`src/rtl/core/s1md_pkg.sv`:
```
// Shared types, constants and round functions of the SHA-1 digest block.
`default_nettype none
package s1md_pkg;

  localparam int unsigned QUEUE_DEPTH = 4;

  localparam logic [6:0] LAST_ROUND = 7'd79;
  localparam logic [3:0] LAST_WORD  = 4'd15;
  localparam logic [3:0] LEN_HI_WORD = 4'd14;

  // Word passed from the byte packer to the compression engine.
  typedef struct packed {
    logic [31:0] word;
    logic [1:0]  nbytes;  // residual byte count, end-of-message words only
    logic        is_end;
  } cmd_t;

  function automatic logic [31:0] iv_word(input logic [2:0] idx);
    logic [31:0] v;
    case (idx)
      3'd0:    v = 32'h6745_2301;
      3'd1:    v = 32'hEFCD_AB89;
      3'd2:    v = 32'h98BA_DCFE;
      3'd3:    v = 32'h1032_5476;
      3'd4:    v = 32'hC3D2_E1F0;
      default: v = 32'h0000_0000;
    endcase
    return v;
  endfunction

  function automatic logic [31:0] round_k(input logic [6:0] rnd);
    logic [31:0] k;
    case (rnd) inside
      [7'd0:7'd19]:  k = 32'h5A82_7999;
      [7'd20:7'd39]: k = 32'h6ED9_EBA1;
      [7'd40:7'd59]: k = 32'h8F1B_BCDC;
      default:       k = 32'hCA62_C1D6;
    endcase
    return k;
  endfunction

  function automatic logic [31:0] round_f(input logic [6:0] rnd, input logic [31:0] b,
                                          input logic [31:0] c, input logic [31:0] d);
    logic [31:0] f;
    case (rnd) inside
      [7'd0:7'd19]:  f = (b & c) | (~b & d);
      [7'd40:7'd59]: f = (b & c) | (b & d) | (c & d);
      default:       f = b ^ c ^ d;
    endcase
    return f;
  endfunction

endpackage
`default_nettype wire

```
`src/rtl/core/s1md_if.sv`:
```
// Valid/ready stream interfaces for message words and digest words.
`default_nettype none
interface s1md_in_if;
  logic        valid;
  logic        ready;
  logic [31:0] data_word;
  logic [2:0]  valid_bytes;
  logic        message_end;

  modport source (output valid, output data_word, output valid_bytes,
                  output message_end, input ready);
  modport sink (input valid, input data_word, input valid_bytes,
                input message_end, output ready);
endinterface

interface s1md_out_if;
  logic        valid;
  logic        ready;
  logic [31:0] digest_word;
  logic        digest_last;

  modport source (output valid, output digest_word, output digest_last, input ready);
  modport sink (input valid, input digest_word, input digest_last, output ready);
endinterface
`default_nettype wire

```
`src/rtl/core/s1md_front.sv`:
```
// Byte packer: gathers 0 to 4 bytes per word into whole 32-bit words.
`default_nettype none
module s1md_front (
  input  wire logic            clk_i,
  input  wire logic            rst_ni,
  input  wire logic            in_valid_i,
  output logic                 in_ready_o,
  input  wire logic [31:0]     data_word_i,
  input  wire logic [2:0]      valid_bytes_i,
  input  wire logic            message_end_i,
  output logic                 push_o,
  output s1md_pkg::cmd_t       cmd_o,
  input  wire logic            full_i
);

  logic [23:0] acc_q, acc_d;
  logic [1:0]  acc_n_q, acc_n_d;
  logic        pend_q, pend_d;

  logic [2:0]  cnt_sat;
  logic [31:0] data_masked;
  logic [55:0] cat;
  logic [2:0]  total;
  logic        fire;

  always_comb begin
    cnt_sat     = (valid_bytes_i > 3'd4) ? 3'd4 : valid_bytes_i;
    data_masked = data_word_i & ~(32'hFFFF_FFFF >> {cnt_sat, 3'b000});
    cat         = {acc_q, 32'd0} | ({data_masked, 24'd0} >> {acc_n_q, 3'b000});
    total       = {1'b0, acc_n_q} + cnt_sat;
    in_ready_o  = !full_i && !pend_q;
    fire        = in_valid_i && in_ready_o;
  end

  always_comb begin
    acc_d   = acc_q;
    acc_n_d = acc_n_q;
    pend_d  = pend_q;
    push_o  = 1'b0;
    cmd_o   = '{word: cat[55:24], nbytes: 2'd0, is_end: 1'b0};
    if (pend_q) begin
      // flush the residual bytes of a message whose end spilled a whole word
      if (!full_i) begin
        push_o  = 1'b1;
        cmd_o   = '{word: {acc_q, 8'd0}, nbytes: acc_n_q, is_end: 1'b1};
        pend_d  = 1'b0;
        acc_d   = '0;
        acc_n_d = '0;
      end
    end else if (fire) begin
      if (total >= 3'd4) begin
        push_o  = 1'b1;
        acc_d   = cat[23:0];
        acc_n_d = total[1:0];
        pend_d  = message_end_i;
      end else if (message_end_i) begin
        push_o  = 1'b1;
        cmd_o   = '{word: {cat[55:32], 8'd0}, nbytes: total[1:0], is_end: 1'b1};
        acc_d   = '0;
        acc_n_d = '0;
      end else begin
        acc_d   = cat[55:32];
        acc_n_d = total[1:0];
      end
    end
  end

  always_ff @(posedge clk_i or negedge rst_ni) begin
    if (!rst_ni) begin
      acc_q   <= '0;
      acc_n_q <= '0;
      pend_q  <= 1'b0;
    end else begin
      acc_q   <= acc_d;
      acc_n_q <= acc_n_d;
      pend_q  <= pend_d;
    end
  end

endmodule
`default_nettype wire

```
`src/rtl/core/s1md_queue.sv`:
```
// Small word queue between the byte packer and the compression engine.
`default_nettype none
module s1md_queue #(
  parameter int unsigned Depth = s1md_pkg::QUEUE_DEPTH
) (
  input  wire logic            clk_i,
  input  wire logic            rst_ni,
  input  wire logic            push_i,
  input  s1md_pkg::cmd_t       cmd_i,
  output logic                 full_o,
  output logic                 valid_o,
  output s1md_pkg::cmd_t       cmd_o,
  input  wire logic            pop_i
);

  localparam int unsigned PtrW = (Depth > 1) ? $clog2(Depth) : 1;
  localparam int unsigned CntW = $clog2(Depth + 1);
  localparam logic [PtrW-1:0] LastPtr = PtrW'(Depth - 1);
  localparam logic [CntW-1:0] FullCnt = CntW'(Depth);

  s1md_pkg::cmd_t mem_q [Depth];
  logic [PtrW-1:0] wr_ptr_q, rd_ptr_q;
  logic [CntW-1:0] cnt_q;
  logic do_push, do_pop;

  assign full_o  = (cnt_q == FullCnt);
  assign valid_o = (cnt_q != '0);
  assign cmd_o   = mem_q[rd_ptr_q];
  assign do_push = push_i && !full_o;
  assign do_pop  = pop_i && valid_o;

  always_ff @(posedge clk_i) begin
    if (do_push) begin
      mem_q[wr_ptr_q] <= cmd_i;
    end
  end

  always_ff @(posedge clk_i or negedge rst_ni) begin
    if (!rst_ni) begin
      wr_ptr_q <= '0;
      rd_ptr_q <= '0;
      cnt_q    <= '0;
    end else begin
      if (do_push) begin
        wr_ptr_q <= (wr_ptr_q == LastPtr) ? '0 : wr_ptr_q + 1'b1;
      end
      if (do_pop) begin
        rd_ptr_q <= (rd_ptr_q == LastPtr) ? '0 : rd_ptr_q + 1'b1;
      end
      if (do_push && !do_pop) begin
        cnt_q <= cnt_q + 1'b1;
      end else if (do_pop && !do_push) begin
        cnt_q <= cnt_q - 1'b1;
      end
    end
  end

endmodule
`default_nettype wire

```
`src/rtl/core/s1md_back.sv`:
```
// Compression engine: block loading, padding, 80 rounds and digest output.
`default_nettype none
module s1md_back (
  input  wire logic            clk_i,
  input  wire logic            rst_ni,
  input  wire logic            cmd_valid_i,
  input  s1md_pkg::cmd_t       cmd_i,
  output logic                 pop_o,
  output logic                 out_valid_o,
  input  wire logic            out_ready_i,
  output logic [31:0]          digest_word_o,
  output logic                 digest_last_o
);

  localparam logic [2:0] ST_IDLE  = 3'd0;
  localparam logic [2:0] ST_ROUND = 3'd1;
  localparam logic [2:0] ST_ADD   = 3'd2;
  localparam logic [2:0] ST_PAD   = 3'd3;
  localparam logic [2:0] ST_OUT   = 3'd4;

  localparam logic [1:0] KIND_DATA = 2'd0;  // ordinary full block
  localparam logic [1:0] KIND_MORE = 2'd1;  // padding spills into another block
  localparam logic [1:0] KIND_LAST = 2'd2;  // block carrying the bit length

  logic [2:0]        state_q, state_d;
  logic [1:0]        kind_q, kind_d;
  logic [3:0]        wcnt_q, wcnt_d;
  logic [6:0]        round_q, round_d;
  logic [60:0]       bytes_q, bytes_d;
  logic [2:0]        oidx_q, oidx_d;
  logic [4:0][31:0]  chain_q, chain_d;
  logic [4:0][31:0]  work_q, work_d;
  logic [15:0][31:0] sched_q, sched_d;

  logic [31:0] mix, sched_next, pad_word, len_word, t_sum;
  logic [63:0] len_bits;

  always_comb begin
    mix        = sched_q[13] ^ sched_q[8] ^ sched_q[2] ^ sched_q[0];
    sched_next = {mix[30:0], mix[31]};
    pad_word   = cmd_i.word | (32'h8000_0000 >> {cmd_i.nbytes, 3'b000});
    len_bits   = {bytes_q, 3'b000};
    if (wcnt_q == s1md_pkg::LEN_HI_WORD) begin
      len_word = len_bits[63:32];
    end else if (wcnt_q == s1md_pkg::LAST_WORD) begin
      len_word = len_bits[31:0];
    end else begin
      len_word = 32'd0;
    end
    t_sum = {work_q[0][26:0], work_q[0][31:27]}
          + s1md_pkg::round_f(round_q, work_q[1], work_q[2], work_q[3])
          + work_q[4] + sched_q[0] + s1md_pkg::round_k(round_q);
  end

  always_comb begin
    state_d = state_q;
    kind_d  = kind_q;
    wcnt_d  = wcnt_q;
    round_d = round_q;
    bytes_d = bytes_q;
    oidx_d  = oidx_q;
    chain_d = chain_q;
    work_d  = work_q;
    sched_d = sched_q;
    pop_o   = 1'b0;
    case (state_q)
      ST_IDLE: begin
        if (cmd_valid_i) begin
          pop_o  = 1'b1;
          wcnt_d = wcnt_q + 1'b1;
          if (cmd_i.is_end) begin
            sched_d = {pad_word, sched_q[15:1]};
            bytes_d = bytes_q + 61'(cmd_i.nbytes);
          end else begin
            sched_d = {cmd_i.word, sched_q[15:1]};
            bytes_d = bytes_q + 61'd4;
          end
          if (wcnt_q == s1md_pkg::LAST_WORD) begin
            state_d = ST_ROUND;
            kind_d  = cmd_i.is_end ? KIND_MORE : KIND_DATA;
            round_d = '0;
            work_d  = chain_q;
          end else if (cmd_i.is_end) begin
            state_d = ST_PAD;
            // if there is no room for the length behind this word, zero the block out first
            kind_d  = (wcnt_q == s1md_pkg::LEN_HI_WORD) ? KIND_MORE : KIND_LAST;
          end
        end
      end
      ST_PAD: begin
        // zero fill; in the last block, the bit length goes in the last two words
        sched_d = {(kind_q == KIND_LAST) ? len_word : 32'd0, sched_q[15:1]};
        wcnt_d  = wcnt_q + 1'b1;
        if (wcnt_q == s1md_pkg::LAST_WORD) begin
          state_d = ST_ROUND;
          round_d = '0;
          work_d  = chain_q;
        end
      end
      ST_ROUND: begin
        work_d  = {work_q[3], work_q[2], {work_q[1][1:0], work_q[1][31:2]},
                   work_q[0], t_sum};
        sched_d = {sched_next, sched_q[15:1]};
        round_d = round_q + 1'b1;
        if (round_q == s1md_pkg::LAST_ROUND) begin
          state_d = ST_ADD;
        end
      end
      ST_ADD: begin
        for (int i = 0; i < 5; i++) begin
          chain_d[i] = chain_q[i] + work_q[i];
        end
        case (kind_q)
          KIND_MORE: begin
            state_d = ST_PAD;
            kind_d  = KIND_LAST;
          end
          KIND_LAST: begin
            state_d = ST_OUT;
            oidx_d  = '0;
            bytes_d = '0;
          end
          default:   state_d = ST_IDLE;
        endcase
      end
      ST_OUT: begin
        if (out_ready_i) begin
          // shift the digest out and refill with the initial values behind it
          chain_d = {s1md_pkg::iv_word(oidx_q), chain_q[4:1]};
          oidx_d  = oidx_q + 1'b1;
          if (oidx_q == 3'd4) begin
            state_d = ST_IDLE;
          end
        end
      end
      default: state_d = ST_IDLE;
    endcase
  end

  assign out_valid_o   = (state_q == ST_OUT);
  assign digest_word_o = chain_q[0];
  assign digest_last_o = (oidx_q == 3'd4);

  always_ff @(posedge clk_i or negedge rst_ni) begin
    if (!rst_ni) begin
      state_q <= ST_IDLE;
      kind_q  <= KIND_DATA;
      wcnt_q  <= '0;
      round_q <= '0;
      bytes_q <= '0;
      oidx_q  <= '0;
      for (int i = 0; i < 5; i++) begin
        chain_q[i] <= s1md_pkg::iv_word(3'(i));
      end
    end else begin
      state_q <= state_d;
      kind_q  <= kind_d;
      wcnt_q  <= wcnt_d;
      round_q <= round_d;
      bytes_q <= bytes_d;
      oidx_q  <= oidx_d;
      chain_q <= chain_d;
    end
  end

  always_ff @(posedge clk_i) begin
    work_q  <= work_d;
    sched_q <= sched_d;
  end

endmodule
`default_nettype wire

```
`src/rtl/core/sha1_message_digest.sv`:
```
// Top level of the SHA-1 message digest block.
//
//   channel   dir   word carries                                   accepted when
//   data_i    in    data_word, valid_bytes, message_end            valid && ready
//   digest_o  out   digest_word, digest_last (H0 first, H4 last)   valid && ready
//
// Each 64-byte block costs 16 word loads, 80 rounds and one chaining add, with
// the single round unit doing one round per cycle. Message end adds padding,
// possibly one extra block, then five digest words. The packer and engine are
// split by a word queue, so input flows on while the engine runs or the digest
// waits, until the queue fills. Reset is asynchronous and leaves the engine idle
// with the initial chaining values loaded.
`default_nettype none
module sha1_message_digest #(
  parameter int unsigned QueueDepth = s1md_pkg::QUEUE_DEPTH
) (
  input  wire logic  clk_i,
  input  wire logic  rst_ni,
  s1md_in_if.sink    data_i,
  s1md_out_if.source digest_o
);

  logic           push, full, cmd_valid, pop;
  s1md_pkg::cmd_t push_cmd, pop_cmd;

  s1md_front u_front (
    .clk_i         (clk_i),
    .rst_ni        (rst_ni),
    .in_valid_i    (data_i.valid),
    .in_ready_o    (data_i.ready),
    .data_word_i   (data_i.data_word),
    .valid_bytes_i (data_i.valid_bytes),
    .message_end_i (data_i.message_end),
    .push_o        (push),
    .cmd_o         (push_cmd),
    .full_i        (full)
  );

  s1md_queue #(
    .Depth (QueueDepth)
  ) u_queue (
    .clk_i   (clk_i),
    .rst_ni  (rst_ni),
    .push_i  (push),
    .cmd_i   (push_cmd),
    .full_o  (full),
    .valid_o (cmd_valid),
    .cmd_o   (pop_cmd),
    .pop_i   (pop)
  );

  s1md_back u_back (
    .clk_i         (clk_i),
    .rst_ni        (rst_ni),
    .cmd_valid_i   (cmd_valid),
    .cmd_i         (pop_cmd),
    .pop_o         (pop),
    .out_valid_o   (digest_o.valid),
    .out_ready_i   (digest_o.ready),
    .digest_word_o (digest_o.digest_word),
    .digest_last_o (digest_o.digest_last)
  );

endmodule
`default_nettype wire

```
`src/flat_wrapper.sv`:
```
// flat-port wrapper written by rule: the top's interface ports become plain ports
module sha1_message_digest_flat 
#(
  parameter int unsigned QueueDepth = s1md_pkg::QUEUE_DEPTH
)
  (clk_i, rst_ni, data_i_valid, data_i_data_word, data_i_valid_bytes, data_i_message_end, data_i_ready, digest_o_valid, digest_o_digest_word, digest_o_digest_last, digest_o_ready);
  s1md_in_if data_i_i ();
  s1md_out_if digest_o_i ();
  input  wire logic clk_i;
  input  wire logic rst_ni;
  input wire logic [$bits(data_i_i.valid)-1:0] data_i_valid;
  input wire logic [$bits(data_i_i.data_word)-1:0] data_i_data_word;
  input wire logic [$bits(data_i_i.valid_bytes)-1:0] data_i_valid_bytes;
  input wire logic [$bits(data_i_i.message_end)-1:0] data_i_message_end;
  output wire logic [$bits(data_i_i.ready)-1:0] data_i_ready;
  output wire logic [$bits(digest_o_i.valid)-1:0] digest_o_valid;
  output wire logic [$bits(digest_o_i.digest_word)-1:0] digest_o_digest_word;
  output wire logic [$bits(digest_o_i.digest_last)-1:0] digest_o_digest_last;
  input wire logic [$bits(digest_o_i.ready)-1:0] digest_o_ready;
  assign data_i_i.valid = data_i_valid;
  assign data_i_i.data_word = data_i_data_word;
  assign data_i_i.valid_bytes = data_i_valid_bytes;
  assign data_i_i.message_end = data_i_message_end;
  assign data_i_ready = data_i_i.ready;
  assign digest_o_valid = digest_o_i.valid;
  assign digest_o_digest_word = digest_o_i.digest_word;
  assign digest_o_digest_last = digest_o_i.digest_last;
  assign digest_o_i.ready = digest_o_ready;
  sha1_message_digest #(.QueueDepth(QueueDepth)) u_core (.clk_i(clk_i), .rst_ni(rst_ni), .data_i(data_i_i), .digest_o(digest_o_i));
endmodule
```
`config.mk`:
```
export PLATFORM = sky130hd
export DESIGN_NAME = sha1_message_digest_flat
export DESIGN_NICKNAME = d
export VERILOG_FILES = /design/src/rtl/core/s1md_pkg.sv /design/src/rtl/core/s1md_if.sv /design/src/rtl/core/s1md_front.sv /design/src/rtl/core/s1md_queue.sv /design/src/rtl/core/s1md_back.sv /design/src/rtl/core/sha1_message_digest.sv /design/src/flat_wrapper.sv
export SDC_FILE = /design/constraint.sdc
export NUM_CORES = 2
export LEC_CHECK = 0
export BUFFER_PORTS_ARGS = -buffer_cell sky130_fd_sc_hd__buf_2
export CELL_PAD_IN_SITES_DETAIL_PLACEMENT = 1
export CELL_PAD_IN_SITES_GLOBAL_PLACEMENT = 2
export CORE_ASPECT_RATIO = 1.75
export CORE_MARGIN = 2
export CORE_UTILIZATION = 45
export CTS_CLUSTER_DIAMETER = 120
export CTS_CLUSTER_SIZE = 30
export DETAILED_ROUTE_END_ITERATION = 8
export GPL_TIMING_DRIVEN = 1
export PLACE_DENSITY_LB_ADDON = 0.08
export RECOVER_POWER = 100
export REMOVE_ABC_BUFFERS = 1
export SLEW_MARGIN = 10
export SYNTH_ARGS = -nofsm -noshare
export SYNTH_HDL_FRONTEND = slang
export SYNTH_SLANG_ARGS = --single-unit
export TNS_END_PERCENT = 5
```
`constraint.sdc`:
```
create_clock -name clk_i -period 30.4 [get_ports clk_i]
set_clock_uncertainty 0.15 [all_clocks]
set_input_delay 1.52 -clock clk_i [delete_from_list [all_inputs] [get_ports clk_i]]
set_output_delay 1.52 -clock clk_i [all_outputs]
set_load 0.01 [all_outputs]
```
==> results.md <==
- Congestion Overflow GR: 0
- Final Hold Viols: 0
- Syn avg cell area: roughly 11 µm²
- Number of global-route vias before repair: between 30k and 40k
- H-tree depth: 2
- Synth Warn #: 0
- Post-DP HPWL: between 100 and 150 mm
- Aggregate global-route resource usage: 0.2755
- Post-route setup slack: about 16000 ps
- Crit-path max FO: between 90 and 100
- GP Congestion: between 0.8 and 0.9
- Cts hold-fix bufs: 0
- Crit start category: register
- Layout overhead on the synthesized area: 5.198%
- Final period utilization: 0.4654
- Post-synth EDFFs: about 800
- Worst-path clk slew: about 110 ps
- Largest net degree at the start of global routing: 197
- Failing checks: max-capacitance violations, max-slew violations
- Post-layout util: 0.4748
- Setup TNS Final: 0 ps
- Number of clock sinks: 1086
- Ports: 75
- Pre-antenna DRT Iters: 6
- Commonest cells post-synth: edfxtp_1 (812), nand2_1 (657), nor2_1 (382)
- CP Class: register to register
- Share of layout cells above drive strength 1: 0.05373
- Post-synthesis register bit count: around 1.1k
- Final std cells w/o fill: 6484
- Core region area: around 120000 µm²
- Worst-skew pair later-pin latency: around 700 ps
- RSZ-0062 raised after global routing: no
- Nets: 5183
- Ys async rst share: 0.2523
- CTS tree: yes
- Max layer used: met4
- Number of cell rows: between 150 and 200
- Yosys top cell by area: edfxtp_1
- Port bufs: 74
- Required @ worst endpoint: around 30000 ps
- Met2 routed WL: around 93 mm
- Setup bufs post-CTS: 0
- Area contributors post-synth: edfxtp_1 (44%), dfrtp_1 (8.7%), ha_1 (4.7%), fa_1 (4.6%), nand2_1 (4.4%)
- DRT antenna net count: 0
- Crit path arrival time: between 10000 and 15000 ps
- Worst-margin pin slew: about 9700 ps
- Drt wl/cell: about 27 µm
- Hold Crit Class: register to register
- Tmin final: between 10000 and 15000 ps
- DRC viols: 0
- Initial core utilization: 0.4513
- DP Cell Count: 6404
- First-pass GRT wire length: ~260 mm
- CP endpoint kind: register
- CTS resizes: 0
- FMAX: 70.68 MHz
- Mapped cell area: between 50000 and 60000 µm²
- Status: finished, violations left
- Initial antenna violation count: 1
- Worst slew margin: -5.445
- Synth Instances: approximately 4.9k
- Routed vias: 37.60k
- Final number of setup-violating endpoints: 0
- Top FF cell, synth: edfxtp_1
- Number of distinct library cells after synthesis: 85
- Die area: 127000 µm²
- Pre-CTS setup slack: approximately 23000 ps
- Total Wirelength: roughly 170 mm
- Most frequent cell after synthesis: edfxtp_1
- Met3 wire len: approximately 4.2 mm
- Clk buf depth: 3
- Max cap viols: 30
- Final Slew Violations: roughly 1.8k
- Root Driver: clkbuf_16
- M1 wire length: around 64 mm
- DIE WIDTH: approximately 270 µm
- DIE HEIGHT: between 400 and 500 µm
- Iter 0 DRT Violations: between 2k and 2.5k
- TritonCTS Buffers: 42
- Seq/Total Area, Yosys: 0.5615
- Mean number of vias per cell: ~5.8
- Post-synth top area share: 0.4369
[critical path, stage by stage, from the launching register on]
cell and delay (ps):
dfrtp_1 460, nor3_1 460, nor2b_1 550, clkinv_1 480, nand2_1 1720, clkbuf_1 3170, clkbuf_1 3040, clkbuf_1 3480
[cell type report]
class,instances,area (µm²)
Fill cell,13300,64950
Sequential cell,1086,31340
Multi-Input combinational cell,3297,22490
Tap cell,1643,2056
Clock buffer,73,1167
Inverter,252,949.7
Timing Repair Buffer,126,620.6
Clock inverter,5,83.83
Antenna cell,2,5.005
[metrics by stage]
step           cell area [µm²]  hold WS [ps]
6_report                 58720         259.5
5_1_grt                  58710         285.2
2_1_floorplan            54830         250.3
3_5_place_dp             57790         255.2
4_1_cts                  59040         271.9
3_3_place_gp             57790         250.4
[registers in the layout, indices dropped and copies added, names as in the netlist]
signal / cells
u_core.u_back.state_q: 3
u_core.u_queue.rd_ptr_q: 2
u_core.u_back.wcnt_q: 4
u_core.u_front.acc_q: 24
u_core.u_queue.mem_q: 140
u_core.u_back.round_q: 7
u_core.u_back.sched_q: 512
u_core.u_back.digest_word_o: 32
u_core.u_back.bytes_q: 61
u_core.u_queue.wr_ptr_q: 2
u_core.u_back.oidx_q: 3
u_core.u_front.pend_q: 1
u_core.u_back.work_q: 160
u_core.u_back.kind_q: 2
u_core.u_queue.cnt_q: 3
u_core.u_back.chain_q: 128
u_core.u_front.acc_n_q: 2
[cells by family (layout without fill, tap and decap cells)]
| logic type | after synthesis | count (layout) | share of synthesized area |
|---|---|---|---|
| AO/OA/AOI/OAI | 1221 | 1221 | 0.1373 |
| other | 0 | 2 | 0 |
| flip-flops | 1086 | 1086 | 0.5615 |
| AND/OR/NAND/NOR | 1369 | 1369 | 0.1063 |
| buffers and inverters | 480 | 456 | 0.03454 |
| multiplexers | 74 | 74 | 0.02114 |
| XOR/XNOR | 295 | 295 | 0.04629 |
| adder cells (fa/ha/maj) | 338 | 338 | 0.09299 |
[layout by cell type, fill, tap and decap left out, drive strengths merged, types with 16 or more instances in the layout]
cell type / Yosys / final
edfxtp: 812 / 812
ha: 210 / 210
o221ai: 41 / 41
and3: 33 / 33
a211oi: 47 / 47
nand2b: 36 / 36
mux2i: 38 / 38
a22oi: 39 / 39
a21o: 86 / 86
nor2: 382 / 382
nand3: 76 / 76
o22ai: 34 / 34
fa: 128 / 128
a31oi: 71 / 71
o21ai: 310 / 310
nor2b: 33 / 33
o21a: 62 / 62
dfrtp: 194 / 194
mux4: 35 / 35
nand2: 659 / 659
o211ai: 16 / 16
buf: 52 / 72
xor2: 80 / 80
xnor2: 215 / 215
and2: 19 / 19
a21oi: 348 / 348
dfstp: 80 / 80
nor3: 38 / 38
or3: 30 / 30
nand4: 23 / 23
o21bai: 46 / 46
inv: 250 / 253
clkbuf: 176 / 127
[metal layers]
metal  vias up  GRT usage
met5         -          0
met4         0     0.1624
met3       356    0.02287
met2       660     0.5165
met1     19300     0.3016
li1      17290          -
[worst paths after layout]
path / end / slack [ps] / cells past startpoint / startpoint
max: u_core.u_back.sched_q[267] / 16250 / 7 / u_core.u_back.state_q[2]
min reg2reg: u_core.u_back.sched_q[147] / 260 / 0 / u_core.u_back.sched_q[179]
min in group asynchronous: u_core.u_back.chain_q[38] / 2560 / 1 / rst_ni
max in group asynchronous: u_core.u_back.bytes_q[51] / 20130 / 3 / rst_ni
min: u_core.u_back.sched_q[147] / 260 / 0 / u_core.u_back.sched_q[179]
max reg2reg: u_core.u_back.sched_q[267] / 16250 / 7 / u_core.u_back.state_q[2]
Power is left out: the tool's default activity adds up to more than one toggle a clock period on the data nets, which glitch-free logic cannot reach.
